### config.mk
export PLATFORM = sky130hd
export DESIGN_NAME = mavlink_v2_frame_builder
export DESIGN_NICKNAME = d
export VERILOG_FILES = /design/src/rtl/core/mvb_pkg.sv /design/src/rtl/core/mavlink_v2_frame_builder.sv /design/src/rtl/core/mvb_front.sv /design/src/rtl/core/mvb_queue.sv /design/src/rtl/core/mvb_back.sv
export SDC_FILE = /design/constraint.sdc
export NUM_CORES = 1
export LEC_CHECK = 0
export ABC_CLOCK_PERIOD_IN_PS = 14150
export BUFFER_PORTS_ARGS = -buffer_cell sky130_fd_sc_hd__buf_2
export CORE_MARGIN = 1
export CORE_UTILIZATION = 40
export CTS_CLUSTER_DIAMETER = 200
export CTS_CLUSTER_SIZE = 40
export DETAILED_ROUTE_END_ITERATION = 6
export GPL_ROUTABILITY_DRIVEN = 1
export GPL_TIMING_DRIVEN = 0
export PLACE_DENSITY = 0.66
export SETUP_SLACK_MARGIN = 0.2
export SYNTH_ARGS = -nofsm -noshare
export SYNTH_HDL_FRONTEND = slang
export SYNTH_SLANG_ARGS = --single-unit
### constraint.sdc
create_clock -name clk -period 14.15 [get_ports clk]
set_input_delay 0.7075 -clock clk [delete_from_list [all_inputs] [get_ports clk]]
set_output_delay 0.7075 -clock clk [all_outputs]
set_load 0.05 [all_outputs]
### src/rtl/core/mvb_pkg.sv
package mvb_pkg;

    localparam logic [7:0]  FRAME_START_BYTE = 8'hFD;
    localparam logic [15:0] CRC_INIT         = 16'hFFFF;

    localparam logic [7:0]  RESET_SYS_ID     = 8'd1;
    localparam logic [7:0]  RESET_COMP_ID    = 8'd1;
    localparam logic [23:0] RESET_MSG_ID     = 24'd76;
    localparam logic [7:0]  RESET_CRC_SEED   = 8'd152;

    // Configuration register indexes.
    localparam logic [7:0] REG_SYS_ID    = 8'd0;
    localparam logic [7:0] REG_COMP_ID   = 8'd1;
    localparam logic [7:0] REG_MSG_ID    = 8'd2;
    localparam logic [7:0] REG_CRC_SEED  = 8'd3;

    // Output byte positions within the work for one queued byte.
    typedef enum logic [3:0] {
        PH_START    = 4'd0,
        PH_LEN      = 4'd1,
        PH_FLAGS_IN = 4'd2,
        PH_FLAGS_CP = 4'd3,
        PH_SEQ      = 4'd4,
        PH_SYS      = 4'd5,
        PH_COMP     = 4'd6,
        PH_MSG_LO   = 4'd7,
        PH_MSG_MID  = 4'd8,
        PH_MSG_HI   = 4'd9,
        PH_PAYLOAD  = 4'd10,
        PH_CRC_LO   = 4'd11,
        PH_CRC_HI   = 4'd12
    } phase_t;

    localparam int QUEUE_DEPTH = 4;
    localparam int QUEUE_AW    = $clog2(QUEUE_DEPTH);

    // One classified payload byte with the header values it needs.
    typedef struct packed {
        logic [7:0]  data;
        logic [7:0]  len;
        logic        first;
        logic        last;
        logic [7:0]  seq;
        logic [7:0]  sys_id;
        logic [7:0]  comp_id;
        logic [23:0] msg_id;
        logic [7:0]  crc_seed;
    } entry_t;

    typedef struct packed {
        logic full;
        logic empty;
    } queue_status_t;

    function automatic logic [15:0] x25_update(input logic [15:0] crc, input logic [7:0] data);
        logic [7:0] t;
        t = data ^ crc[7:0];
        t = t ^ {t[3:0], 4'b0000};
        return {8'h00, crc[15:8]} ^ {t, 8'h00} ^ {5'b00000, t, 3'b000} ^ {12'h000, t[7:4]};
    endfunction

endpackage

### src/rtl/core/mavlink_v2_frame_builder.sv
// MAVLink v2 unsigned frame builder.
// Payload bytes enter on the s_ channel, each with the frame's payload length;
// the length is sampled on a frame's first byte. Serialized frame bytes leave on
// the m_ channel, with m_tlast on the CRC high byte that closes each frame.
// Header registers (system id, component id, message id, CRC seed byte) are
// written through the cfg channel, index 0 to 3; other indexes are dropped.
// An accepted byte is classified and written into a four-entry queue; the
// serializer then emits one frame byte per cycle from the queue head while
// m_tready is high, so an accepted byte passes the queue and then the output
// register before m_tvalid rises. A frame's first byte yields the ten header
// bytes plus itself, a middle byte only itself, and the last byte itself plus
// the two CRC bytes. The output rate is one byte per cycle while m_tready is
// high; input waits only when the queue is full, e.g. behind a header burst.
// A frame start with zero length is taken and dropped.
// A stall on m_tready holds the output byte and backs up into the queue and then
// the input. Reset clears the queue, the sequence number and any frame in
// progress and restores the register defaults.
module mavlink_v2_frame_builder
(
    input  logic        clk,
    input  logic        rst_n,
    input  logic        s_tvalid,
    output logic        s_tready,
    input  logic [15:0] s_tdata,   // [7:0] payload_byte, [15:8] payload_len
    output logic        m_tvalid,
    input  logic        m_tready,
    output logic [7:0]  m_tdata,   // [7:0] frame_byte
    output logic        m_tlast,   // frame_end
    input  logic        cfg_valid,
    output logic        cfg_ready,
    input  logic [7:0]  cfg_index,
    input  logic [23:0] cfg_data
);

    mvb_pkg::entry_t        push_entry;
    mvb_pkg::entry_t        head;
    mvb_pkg::queue_status_t q_status;
    logic                   q_push;
    logic                   q_pop;

    mvb_front u_front
    (
        .clk       (clk),
        .rst_n     (rst_n),
        .s_tvalid  (s_tvalid),
        .s_tready  (s_tready),
        .s_tdata   (s_tdata),
        .cfg_valid (cfg_valid),
        .cfg_ready (cfg_ready),
        .cfg_index (cfg_index),
        .cfg_data  (cfg_data),
        .q_status  (q_status),
        .q_push    (q_push),
        .q_entry   (push_entry)
    );

    mvb_queue u_queue
    (
        .clk        (clk),
        .rst_n      (rst_n),
        .push       (q_push),
        .push_entry (push_entry),
        .pop        (q_pop),
        .head       (head),
        .status     (q_status)
    );

    mvb_back u_back
    (
        .clk      (clk),
        .rst_n    (rst_n),
        .head     (head),
        .q_status (q_status),
        .q_pop    (q_pop),
        .m_tvalid (m_tvalid),
        .m_tready (m_tready),
        .m_tdata  (m_tdata),
        .m_tlast  (m_tlast)
    );

endmodule

### src/rtl/core/mvb_front.sv
module mvb_front
(
    input  logic                  clk,
    input  logic                  rst_n,
    input  logic                  s_tvalid,
    output logic                  s_tready,
    input  logic [15:0]           s_tdata,
    input  logic                  cfg_valid,
    output logic                  cfg_ready,
    input  logic [7:0]            cfg_index,
    input  logic [23:0]           cfg_data,
    input  mvb_pkg::queue_status_t q_status,
    output logic                  q_push,
    output mvb_pkg::entry_t       q_entry
);

    logic [7:0]  sys_id_reg;
    logic [7:0]  comp_id_reg;
    logic [23:0] msg_id_reg;
    logic [7:0]  crc_seed_reg;
    logic [7:0]  remaining_reg;
    logic [7:0]  remaining_next;
    logic [7:0]  seq_reg;
    logic [7:0]  seq_next;

    logic [7:0]  payload_byte;
    logic [7:0]  payload_len;
    logic        accept;
    logic        starting;
    logic [7:0]  remaining_eff;

    assign payload_byte = s_tdata[7:0];
    assign payload_len  = s_tdata[15:8];

    assign s_tready  = !q_status.full;
    assign cfg_ready = 1'b1;
    assign accept    = s_tvalid && s_tready;
    assign starting  = (remaining_reg == 8'd0);

    always_comb
    begin
        remaining_eff  = starting ? payload_len : remaining_reg;
        remaining_next = remaining_reg;
        seq_next       = seq_reg;
        q_push         = 1'b0;
        // A frame start with zero length is taken and dropped.
        if (accept && (remaining_eff != 8'd0))
        begin
            q_push         = 1'b1;
            remaining_next = remaining_eff - 8'd1;
            if (starting)
            begin
                seq_next = seq_reg + 8'd1;
            end
        end
        q_entry.data     = payload_byte;
        q_entry.len      = payload_len;
        q_entry.first    = starting;
        q_entry.last     = (remaining_eff == 8'd1);
        q_entry.seq      = seq_reg;
        q_entry.sys_id   = sys_id_reg;
        q_entry.comp_id  = comp_id_reg;
        q_entry.msg_id   = msg_id_reg;
        q_entry.crc_seed = crc_seed_reg;
    end

    always_ff @(posedge clk or negedge rst_n)
    begin
        if (!rst_n)
        begin
            remaining_reg <= 8'd0;
            seq_reg       <= 8'd0;
        end
        else
        begin
            remaining_reg <= remaining_next;
            seq_reg       <= seq_next;
        end
    end

    always_ff @(posedge clk or negedge rst_n)
    begin
        if (!rst_n)
        begin
            sys_id_reg   <= mvb_pkg::RESET_SYS_ID;
            comp_id_reg  <= mvb_pkg::RESET_COMP_ID;
            msg_id_reg   <= mvb_pkg::RESET_MSG_ID;
            crc_seed_reg <= mvb_pkg::RESET_CRC_SEED;
        end
        else if (cfg_valid && cfg_ready)
        begin
            case (cfg_index)
                mvb_pkg::REG_SYS_ID:   sys_id_reg   <= cfg_data[7:0];
                mvb_pkg::REG_COMP_ID:  comp_id_reg  <= cfg_data[7:0];
                mvb_pkg::REG_MSG_ID:   msg_id_reg   <= cfg_data;
                mvb_pkg::REG_CRC_SEED: crc_seed_reg <= cfg_data[7:0];
                default:
                begin
                end
            endcase
        end
    end

endmodule

### src/rtl/core/mvb_queue.sv
module mvb_queue
(
    input  logic                   clk,
    input  logic                   rst_n,
    input  logic                   push,
    input  mvb_pkg::entry_t        push_entry,
    input  logic                   pop,
    output mvb_pkg::entry_t        head,
    output mvb_pkg::queue_status_t status
);

    mvb_pkg::entry_t                slots_reg [mvb_pkg::QUEUE_DEPTH];
    logic [mvb_pkg::QUEUE_AW-1:0]   wr_ptr_reg;
    logic [mvb_pkg::QUEUE_AW-1:0]   rd_ptr_reg;
    logic [mvb_pkg::QUEUE_AW:0]     count_reg;
    logic [mvb_pkg::QUEUE_AW:0]     count_next;

    assign head         = slots_reg[rd_ptr_reg];
    assign status.full  = (count_reg == (mvb_pkg::QUEUE_AW+1)'(mvb_pkg::QUEUE_DEPTH));
    assign status.empty = (count_reg == '0);

    always_comb
    begin
        count_next = count_reg;
        if (push && !pop)
        begin
            count_next = count_reg + 1'b1;
        end
        else if (!push && pop)
        begin
            count_next = count_reg - 1'b1;
        end
    end

    always_ff @(posedge clk or negedge rst_n)
    begin
        if (!rst_n)
        begin
            wr_ptr_reg <= '0;
            rd_ptr_reg <= '0;
            count_reg  <= '0;
        end
        else
        begin
            if (push)
            begin
                wr_ptr_reg <= wr_ptr_reg + 1'b1;
            end
            if (pop)
            begin
                rd_ptr_reg <= rd_ptr_reg + 1'b1;
            end
            count_reg <= count_next;
        end
    end

    always_ff @(posedge clk)
    begin
        if (push)
        begin
            slots_reg[wr_ptr_reg] <= push_entry;
        end
    end

endmodule

### src/rtl/core/mvb_back.sv
module mvb_back
(
    input  logic                   clk,
    input  logic                   rst_n,
    input  mvb_pkg::entry_t        head,
    input  mvb_pkg::queue_status_t q_status,
    output logic                   q_pop,
    output logic                   m_tvalid,
    input  logic                   m_tready,
    output logic [7:0]             m_tdata,
    output logic                   m_tlast
);

    logic            out_valid_reg;
    logic [7:0]      out_data_reg;
    logic            out_last_reg;
    mvb_pkg::phase_t phase_reg;
    mvb_pkg::phase_t phase_next;
    logic            started_reg;
    logic            started_next;
    logic [15:0]     crc_reg;
    logic [15:0]     crc_next;

    logic            advance;
    logic            fire;
    mvb_pkg::phase_t cur_phase;
    logic [7:0]      byte_out;
    logic [15:0]     crc_folded;
    logic            entry_done;

    assign advance  = !out_valid_reg || m_tready;
    assign fire     = !q_status.empty && advance;
    assign m_tvalid = out_valid_reg;
    assign m_tdata  = out_data_reg;
    assign m_tlast  = out_last_reg;

    // A frame's first byte walks the header first; others go straight to the payload.
    assign cur_phase  = started_reg ? phase_reg
                                    : (head.first ? mvb_pkg::PH_START : mvb_pkg::PH_PAYLOAD);
    assign crc_folded = mvb_pkg::x25_update(crc_reg, head.crc_seed);
    assign entry_done = ((cur_phase == mvb_pkg::PH_PAYLOAD) && !head.last)
                        || (cur_phase == mvb_pkg::PH_CRC_HI);
    assign q_pop      = fire && entry_done;

    always_comb
    begin
        case (cur_phase)
            mvb_pkg::PH_START:    byte_out = mvb_pkg::FRAME_START_BYTE;
            mvb_pkg::PH_LEN:      byte_out = head.len;
            mvb_pkg::PH_FLAGS_IN: byte_out = 8'h00;
            mvb_pkg::PH_FLAGS_CP: byte_out = 8'h00;
            mvb_pkg::PH_SEQ:      byte_out = head.seq;
            mvb_pkg::PH_SYS:      byte_out = head.sys_id;
            mvb_pkg::PH_COMP:     byte_out = head.comp_id;
            mvb_pkg::PH_MSG_LO:   byte_out = head.msg_id[7:0];
            mvb_pkg::PH_MSG_MID:  byte_out = head.msg_id[15:8];
            mvb_pkg::PH_MSG_HI:   byte_out = head.msg_id[23:16];
            mvb_pkg::PH_PAYLOAD:  byte_out = head.data;
            mvb_pkg::PH_CRC_LO:   byte_out = crc_folded[7:0];
            mvb_pkg::PH_CRC_HI:   byte_out = crc_reg[15:8];
            default:              byte_out = 8'h00;
        endcase
    end

    always_comb
    begin
        crc_next     = crc_reg;
        phase_next   = phase_reg;
        started_next = started_reg;
        if (fire)
        begin
            case (cur_phase)
                mvb_pkg::PH_START:  crc_next = mvb_pkg::CRC_INIT;
                mvb_pkg::PH_CRC_LO: crc_next = crc_folded;
                mvb_pkg::PH_CRC_HI: crc_next = crc_reg;
                default:            crc_next = mvb_pkg::x25_update(crc_reg, byte_out);
            endcase
            if (entry_done)
            begin
                started_next = 1'b0;
                phase_next   = mvb_pkg::PH_START;
            end
            else
            begin
                started_next = 1'b1;
                phase_next   = mvb_pkg::phase_t'(cur_phase + 4'd1);
            end
        end
    end

    always_ff @(posedge clk or negedge rst_n)
    begin
        if (!rst_n)
        begin
            out_valid_reg <= 1'b0;
            started_reg   <= 1'b0;
            phase_reg     <= mvb_pkg::PH_START;
            crc_reg       <= mvb_pkg::CRC_INIT;
        end
        else
        begin
            if (fire)
            begin
                out_valid_reg <= 1'b1;
            end
            else if (m_tready)
            begin
                out_valid_reg <= 1'b0;
            end
            started_reg <= started_next;
            phase_reg   <= phase_next;
            crc_reg     <= crc_next;
        end
    end

    always_ff @(posedge clk)
    begin
        if (fire)
        begin
            out_data_reg <= byte_out;
            out_last_reg <= (cur_phase == mvb_pkg::PH_CRC_HI);
        end
    end

endmodule
==> flow_summary.ini <==
[clock_tree]
cts-hold-fix-buffers = 0
post_cts_buffers = 0
cts_buffers = 13
clk_latency_ps = 530
cts.sinks = 398
h-tree-depth = 1
ctsLongestPathBuffers = 3
cts_resized = 0
cts_tree = yes
clkTransAtPathRegs_ps = 150
root_buffer = clkbuf_16

[timing]
tightestPinTransition_ps = 1000
period_share = 0.304
finalHoldViolCount = 0
rsz0062_at_grt = no
timing.fmax_mhz = 232
hold-worst-slack_ps = 158
maxSlewViolCount = 0
setup_viol = 0
relSlewSlack = 0.333
finalClockSkew_ps = 24.8
final.min_clock_period_ps = 4300
setup_tns_ps = 0

[worst_setup_path]
cp.required_ps = 14570
crit_path_frequent_cell = buf_2
crit_path_max_fanout = 10
slowest_stage = o21bai_1
cp-end-kind = flop
cpLargestDelayFamily = buffers and inverters
cp.buffers_inverters = 6
cp.arrival_ps = 4730
worstSetupPathType = flop to flop
worstSetupStartpointType = flop
cp_cell_sequence = buf_6 -> buf_4 -> buf_2 -> buf_2 -> buf_2 -> mux4_2 -> o21bai_1 -> nand2_1 -> ha_1 -> inv_1 -> fa_1 -> mux2_2
slowest_delay_ps = 490

[final_layout]
area.growth.synth_to_final_pct = 9.04
final_core_util = 0.446
mostFrequentLayoutCells = edfxtp_1, buf_2, dfrtp_1
drive_above_1_share = 0.258
largest_reg_flops = 296
nets = 1115
final_common_cell = edfxtp_1
layoutNonFillerInstCount = 1587

[global_routing]
grt_overflow = 0
grt_pass1_wl_um = 55300
grt_usage = 0.171
grt_max_degree = 59
antenna_found_initial = 2
grt_pass1_vias = 8817

[drt]
top_layer = met5
vias = 8892
wl_met1_um = 16000
wl_um = 36600
final_antenna_net_count = 0
drc = 6
wl_met3_um = 1900
viasPerCell = 5.60
first_iter_violations = 941
met2_length_um = 17600
routedWlPerCell_um = 23.0
first_pass_iters = 7

[die]
die_height_um = 207
die_w_um = 207
num_io_pins = 65
die_area_um2 = 42800
rows = 74
start_util = 0.409
design.core.area_um2 = 41100

[logic_synthesis]
yosys-top-cells-area = edfxtp_1, dfrtp_1, mux4_2
synth_cells = 964
synth_area_leader_cell = edfxtp_1
synth.avg_cell_area_um2 = 17.4
async_flop_share = 0.234
syn_area_um2 = 16800
synth_seq_area_share = 0.685
synth_top_area_frac = 0.545
synthesis.nets = 1031
yosysWarnings = 0
synth-edff-count = 305
synthFlopType = edfxtp_1
synth.distinct_cells = 78
yosys_register_bits = 398

[power]
power.density_nw_per_um2 = 221
pwr-share-seq = 0.416
p_int_mw = 2.51
leakage_nw = 6.57
clkPwrFrac = 0.125
pwr-share-comb = 0.458
sw_frac_of_total = 0.381
peakVddDrop_mv = 0.135
p_switching_mw = 1.54

[outcome]
violations = design-rule violations
status = complete, but fails checks

[flow_run]
max-cap-violations = 0

[place]
gp_congestion = 0.887
hpwl_um = 24400
dp.cells = 1565
port_buffers = 63

[worst_hold_path]
min_path_type = primary input to async pin
[logic make-up after synthesis]
| logic type | after synthesis | share of synthesized area |
|---|---|---|
| flops | 398 | 0.685 |
| fa+ha+maj | 14 | 0.0109 |
| buf+inv | 66 | 0.0235 |
| other cells | 1 | 0.000223 |
| xor+xnor | 56 | 0.0363 |
| mux | 135 | 0.140 |
| simple gates | 171 | 0.0526 |
| compound gates | 123 | 0.0514 |
[through the flow]
stage / total power [mW] / setup slack, ps / area (um^2)
floorplan: 3.04 / 9680 / 16800
global placement: 3.54 / 7830 / 17800
detailed placement: 3.57 / 9840 / 18000
CTS: 4.07 / 9820 / 18300
global route: 4.27 / 9400 / 18300
finish: 4.05 / 9850 / 18300
[synth_stat cells, types with 13 or more instances]
master,count
a21oi_1,23
a22oi_1,16
buf_2,15
clkbuf_1,17
dfrtp_1,69
dfstp_2,24
edfxtp_1,305
ha_1,13
inv_1,17
mux2_2,53
mux4_1,16
mux4_2,54
nand2_1,55
nand3_1,16
nand4_1,15
nor2_1,25
o211ai_1,25
o21ai_0,20
xnor2_1,28
xor2_1,17
[final timing paths]
check	start	end	slack, ps	cells past startpoint
max in group asynchronous	rst_n	u_back.crc_reg[9]$_DFFE_PN1P_	13370	3
min in group clk	s_tdata[3]	u_queue.slots_reg[3][69]$_DFFE_PP_	390	1
setup reg to reg	u_queue.rd_ptr_reg[1]$_DFFE_PN0P_	u_queue.count_reg[1]$_DFFE_PN0P_	9850	12
setup / recovery	u_queue.rd_ptr_reg[1]$_DFFE_PN0P_	u_queue.count_reg[1]$_DFFE_PN0P_	9850	12
hold reg to reg	u_back.m_tvalid$_DFFE_PN0P_	u_back.m_tvalid$_DFFE_PN0P_	510	2
hold / removal	rst_n	u_front.sys_id_reg[1]$_DFFE_PN0P_	160	2
[power groups by stage]
stage | clock network, mW | registers [mW] | logic, mW
floorplan | 0 | 1.74 | 1.30
global placement | 0 | 1.73 | 1.81
detailed placement | 0 | 1.71 | 1.86
CTS | 0.522 | 1.69 | 1.87
global route | 0.552 | 1.71 | 2.01
finish | 0.507 | 1.69 | 1.86
[per-layer routing]
layer | up-vias | GRT usage
li1 | 3947 | -
met1 | 4647 | 0.241
met2 | 249 | 0.278
met3 | 47 | 0.0237
met4 | 2 | 0.0502
met5 | - | 0
[area by class of cell]
cell class	count	area, um^2
Antenna cell	1	2.50
Buffer	49	332
Multi-Input combinational cell	500	4910
Sequential cell	398	11500
Fill cell	3620	22800
Timing Repair Buffer	69	475
Clock buffer	21	365
Tap cell	532	666
Inverter	17	63.8
No activity file was read; power rests on OpenSTA's default activity.
